[src/rtl/core/ise_pkg.sv]
package ise_pkg;

    localparam int unsigned FIELD_W = 32;

    typedef enum logic [0:0] {
        ST_FILL,
        ST_DRAIN
    } t_state;

    typedef struct packed {
        logic ins;
        logic drain;
    } t_cell_ctl;

endpackage

[src/rtl/core/ise_cell.sv]
module ise_cell #(
    parameter int DATA_WIDTH = 32
) (
    input  logic                  i_clk,
    input  logic                  i_rst_n,
    input  ise_pkg::t_cell_ctl    i_ctl,
    input  logic [DATA_WIDTH-1:0] i_new,
    input  logic [DATA_WIDTH-1:0] i_prev_val,
    input  logic                  i_prev_valid,
    input  logic                  i_prev_lt,
    input  logic [DATA_WIDTH-1:0] i_next_val,
    input  logic                  i_next_valid,
    output logic [DATA_WIDTH-1:0] o_val,
    output logic                  o_valid,
    output logic                  o_lt
);

    logic [DATA_WIDTH-1:0] r_val;
    logic [DATA_WIDTH-1:0] n_val;
    logic                  r_valid;
    logic                  n_valid;

    // strict less-than keeps equal values in arrival order
    assign o_lt = !r_valid || ($signed(i_new) < $signed(r_val));

    always_comb begin
        n_val   = r_val;
        n_valid = r_valid;
        if (i_ctl.ins && o_lt) begin
            if (i_prev_lt) begin
                n_val   = i_prev_val;
                n_valid = i_prev_valid;
            end else begin
                n_val   = i_new;
                n_valid = 1'b1;
            end
        end else if (i_ctl.drain) begin
            n_val   = i_next_val;
            n_valid = i_next_valid;
        end
    end

    always_ff @(posedge i_clk) begin
        r_val <= n_val;
        if (!i_rst_n) begin
            r_valid <= 1'b0;
        end else begin
            r_valid <= n_valid;
        end
    end

    assign o_val   = r_val;
    assign o_valid = r_valid;

endmodule

[config.mk]
export PLATFORM = sky130hd
export DESIGN_NAME = ise_cell
export DESIGN_NICKNAME = d
export VERILOG_FILES = /design/src/rtl/core/ise_pkg.sv /design/src/rtl/core/ise_cell.sv
export SDC_FILE = /design/constraint.sdc
export NUM_CORES = 1
export LEC_CHECK = 0
export ABC_AREA = 1
export BUFFER_PORTS_ARGS = -buffer_cell sky130_fd_sc_hd__clkbuf_2
export CAP_MARGIN = 10
export CELL_PAD_IN_SITES_DETAIL_PLACEMENT = 0
export CELL_PAD_IN_SITES_GLOBAL_PLACEMENT = 1
export CORE_ASPECT_RATIO = 0.9
export CORE_MARGIN = 10
export CORE_UTILIZATION = 31
export CTS_BUF_LIST = sky130_fd_sc_hd__clkbuf_4
export CTS_CLUSTER_SIZE = 40
export DETAILED_ROUTE_END_ITERATION = 8
export PLACE_DENSITY = 0.9
export RECOVER_POWER = 100
export SLEW_MARGIN = 5
export SYNTH_ARGS = -nofsm -noshare
export SYNTH_HDL_FRONTEND = slang
export SYNTH_SLANG_ARGS = --single-unit
[constraint.sdc]
create_clock -name i_clk -period 3 [get_ports i_clk]
set_input_delay 0.6 -clock i_clk [delete_from_list [all_inputs] [get_ports i_clk]]
set_output_delay 0.6 -clock i_clk [all_outputs]
set_load 0.05 [all_outputs]
==> metrics.log <==
INFO  metric floorplan.die.height = 112 µm
INFO  metric syn_area = 2910 µm²
INFO  metric max_freq = 370 MHz
INFO  metric intPower = 926 µW
INFO  metric path_class = flip-flop to output port
INFO  metric cts_hold_buffers = 0
INFO  metric path_max_fanout = 3
INFO  metric dp_hpwl = 6910 µm
INFO  metric cap_violations = 0
INFO  metric clock_power_share = 15.6%
INFO  metric cts_tree = built
INFO  metric power_per_cell_area = 456 nW/µm²
INFO  metric placeableCoreArea = 9130 µm²
INFO  metric reg_to_reg_start = o_val[5]
INFO  metric clock_tree.buffer_depth = 2
INFO  metric first_global_vias = 2,820
INFO  metric switchingPower = approximately 750 µW
INFO  metric cp-end-kind = output port
INFO  metric worst_setup_path_start_kind = flip-flop
INFO  metric fin_crit = 2710 ps
INFO  metric grt_util_all_layers = 11.9%
INFO  metric clkLatencyLatePin = between 300 and 400 ps
INFO  metric post-route-drc-count = 0
INFO  metric utilization = 40.3%
INFO  metric synthTopCellsByArea = edfxtp_1 33%, ha_1 13%, o211ai_2 13%
INFO  metric design.die.area = 13,700 µm²
INFO  metric yosys_warnings = 0
INFO  metric yosysSeqAreaShare = 33.7%
INFO  metric nNetsFinal = 590
INFO  metric drtPass1Iterations = 4
INFO  metric drive_above_1_share = 47.0%
INFO  metric io_pins = about 140
INFO  metric sw_frac_of_total = 44.7%
INFO  metric timing.hold.worst_path_depth = 3
INFO  metric n_antenna_cell = 0
INFO  metric holdWs = around 450 ps
INFO  metric worst_ir_drop_vdd = 0.165 mV
INFO  metric tns = 0 ps
INFO  metric hp-start = i_rst_n
INFO  metric ys_types = 27
INFO  metric placed_area = 3680 µm²
INFO  metric cts_buffers = 5
INFO  metric drt_first_iter_violations = 62
INFO  metric timing_worst_slew_pin_value = 669 ps
INFO  metric post_synth_edffs = 32
INFO  metric post_synthesis_net_count = 453
INFO  metric combinationalPowerShare = 47.0%
INFO  metric route.vias.total = 2,599
INFO  metric seq_power_share = 37.4%
INFO  metric timing.reg2reg.setup_slack = 420 ps
INFO  metric worstPathArrival = between 2000 and 2500 ps
INFO  metric placed_cells_incl_taps = 571
INFO  metric yosys.area.top_type_share = 33.0%
INFO  metric worst_setup_hold_path_clk_slew = 110 ps
INFO  metric grt_max_degree = 33
INFO  metric total_number_of_placement_rows = 33
INFO  metric cts_htree_levels = 2
INFO  metric netlist_instances = 319
INFO  metric layout_worst_path_cycle_share = approximately nine tenths
INFO  metric ys.flop_type = edfxtp_1
INFO  metric start_util = 31.9%
INFO  metric grt_antenna_before_repair = 0
INFO  metric ys_seq_elements = 33
INFO  metric timing_max_transition_violations_final = 0
INFO  metric fp.dieW = 122 µm
INFO  metric port_bufs = 136
INFO  metric post_cts_buffers = 0
INFO  metric avgSynthCellArea = about 9 µm²
INFO  metric ctsRootBufferMaster = clkbuf_4
INFO  metric reg2reg_depth = 16
INFO  metric hold_violations = 0
INFO  metric finish.instance_area = 3680 µm²
INFO  metric flow.area_growth_from_synthesis = 26.3%
INFO  metric r2r-end = o_val[24]
INFO  metric routedWlPerCell = approximately 15 µm
INFO  metric setup_violations = 0
INFO  metric globalRoute.totalOverflow = 0
INFO  metric timing.max_slew.rel_slack = a little under three fifths
INFO  metric total_leakage_power = 1.89 nW
INFO  metric timing.hold.worst.class = input pin to flip-flop
INFO  metric clock_skew = 10.2 ps
INFO  metric routed_via_density = 4.49
INFO  metric status = complete, no violations
INFO  metric postRouteWirelength = 8470 µm
INFO  metric yosysTopAreaCell = edfxtp_1
INFO  metric final_antenna_net_count = 0
INFO  metric clock_sinks = 33
INFO  metric cp.required = 2400 ps
INFO  metric timing.hold.worst_endpoint = o_valid
INFO  metric routabilityCongestion = 0.757
INFO  metric ys_async_sr_fraction = 0%
INFO  metric postCtsResizedCells = 0
INFO  metric instances_no_fill = 579
INFO  metric wire_length_of_the_first_global_routing_pass = 13,500 µm
INFO  metric grt_setup_unrepaired = false
through the flow:
step	setup WS, ps	total power [mW]
final	294	1.68
after global routing	48.7	1.81
after CTS	178	1.74
after detailed placement	251	1.46
after global placement	234	1.45
after floorplan	179	1.24
per-layer routing:
layer  vias up  track usage, %  wire, µm
li1       1345               -         -
met1      1169            14.1      3680
met2        80            20.0      3980
met3         5            4.80       756
met4         0            2.04        44
met5         -               0         0
cells by family after synthesis:
logic type | share of synthesized area, %
adder cells (fa/ha/maj) | 13.3
buffers and inverters | 10.1
AO/OA/AOI/OAI | 17.8
AND/OR/NAND/NOR | 25.1
flip-flops | 33.7
how the worst max path moves through the flow:
stage                         from  endpoint  cells after the start
after global routing      o_val[5]      o_lt                     12
after floorplan           o_val[5]  o_val[0]                     15
after CTS                 o_val[5]      o_lt                     12
after global placement    i_new[5]      o_lt                     12
final                     o_val[5]      o_lt                     12
after detailed placement  i_new[5]      o_lt                     12
cells in the final DEF (no fill, tap or decap), types with 2 or more instances in the layout:
cell	Yosys	layout
buf_4	5	2
o21ai_0	3	3
or2_2	31	31
nand2_1	65	65
inv_1	44	44
clkinv_2	0	2
clkbuf_1	3	33
o211ai_2	31	31
nand3_1	4	4
a21oi_1	16	16
nand4_1	2	2
nand2_2	30	30
ha_1	31	31
nor2_1	6	6
o211ai_1	2	2
clkbuf_2	0	107
clkbuf_4	1	6
edfxtp_1	32	32
area by class of cell:
class                           instances  area, µm²
Fill cell                             954       5450
Multi-Input combinational cell        229       1640
Sequential cell                        33        981
Timing Repair Buffer                  142        674
Inverter                               45        176
Tap cell                              122        153
Clock buffer                            6       45.0
Clock inverter                          2       10.0
worst max-delay path: stages, from the launching register on:
cell      delay, ps
edfxtp_1        410
inv_1            70
ha_1            230
a21oi_1         150
nor2_1           60
nor3_2          100
nand2_1          80
nand2_1          60
nand2_1          70
nand2_1          80
nand3_1          80
nand3_2         110
clkbuf_2        280
power by group through the flow:
stage / registers, mW / clock network [mW] / logic (mW)
finish: 0.627 / 0.261 / 0.787
CTS: 0.629 / 0.284 / 0.822
detailed placement: 0.640 / 0 / 0.819
global route: 0.637 / 0.300 / 0.872
floorplan: 0.868 / 0 / 0.374
global placement: 0.636 / 0 / 0.812
synth_stat cells, types with 2 or more instances:
master	instances
a21oi_1	16
nand4_1	2
o211ai_2	31
buf_12	3
ha_1	31
nand2_1	65
inv_1	44
o211ai_1	2
clkbuf_1	3
nor2_1	6
edfxtp_1	32
nand2_2	30
nand3_1	4
or2_2	31
o21ai_0	3
buf_4	5
state kept, by name, summed over array words and instances, names as in the netlist:
register,count
o_val,32
o_valid,1
Note: power is estimated with default switching activity, not from simulation.
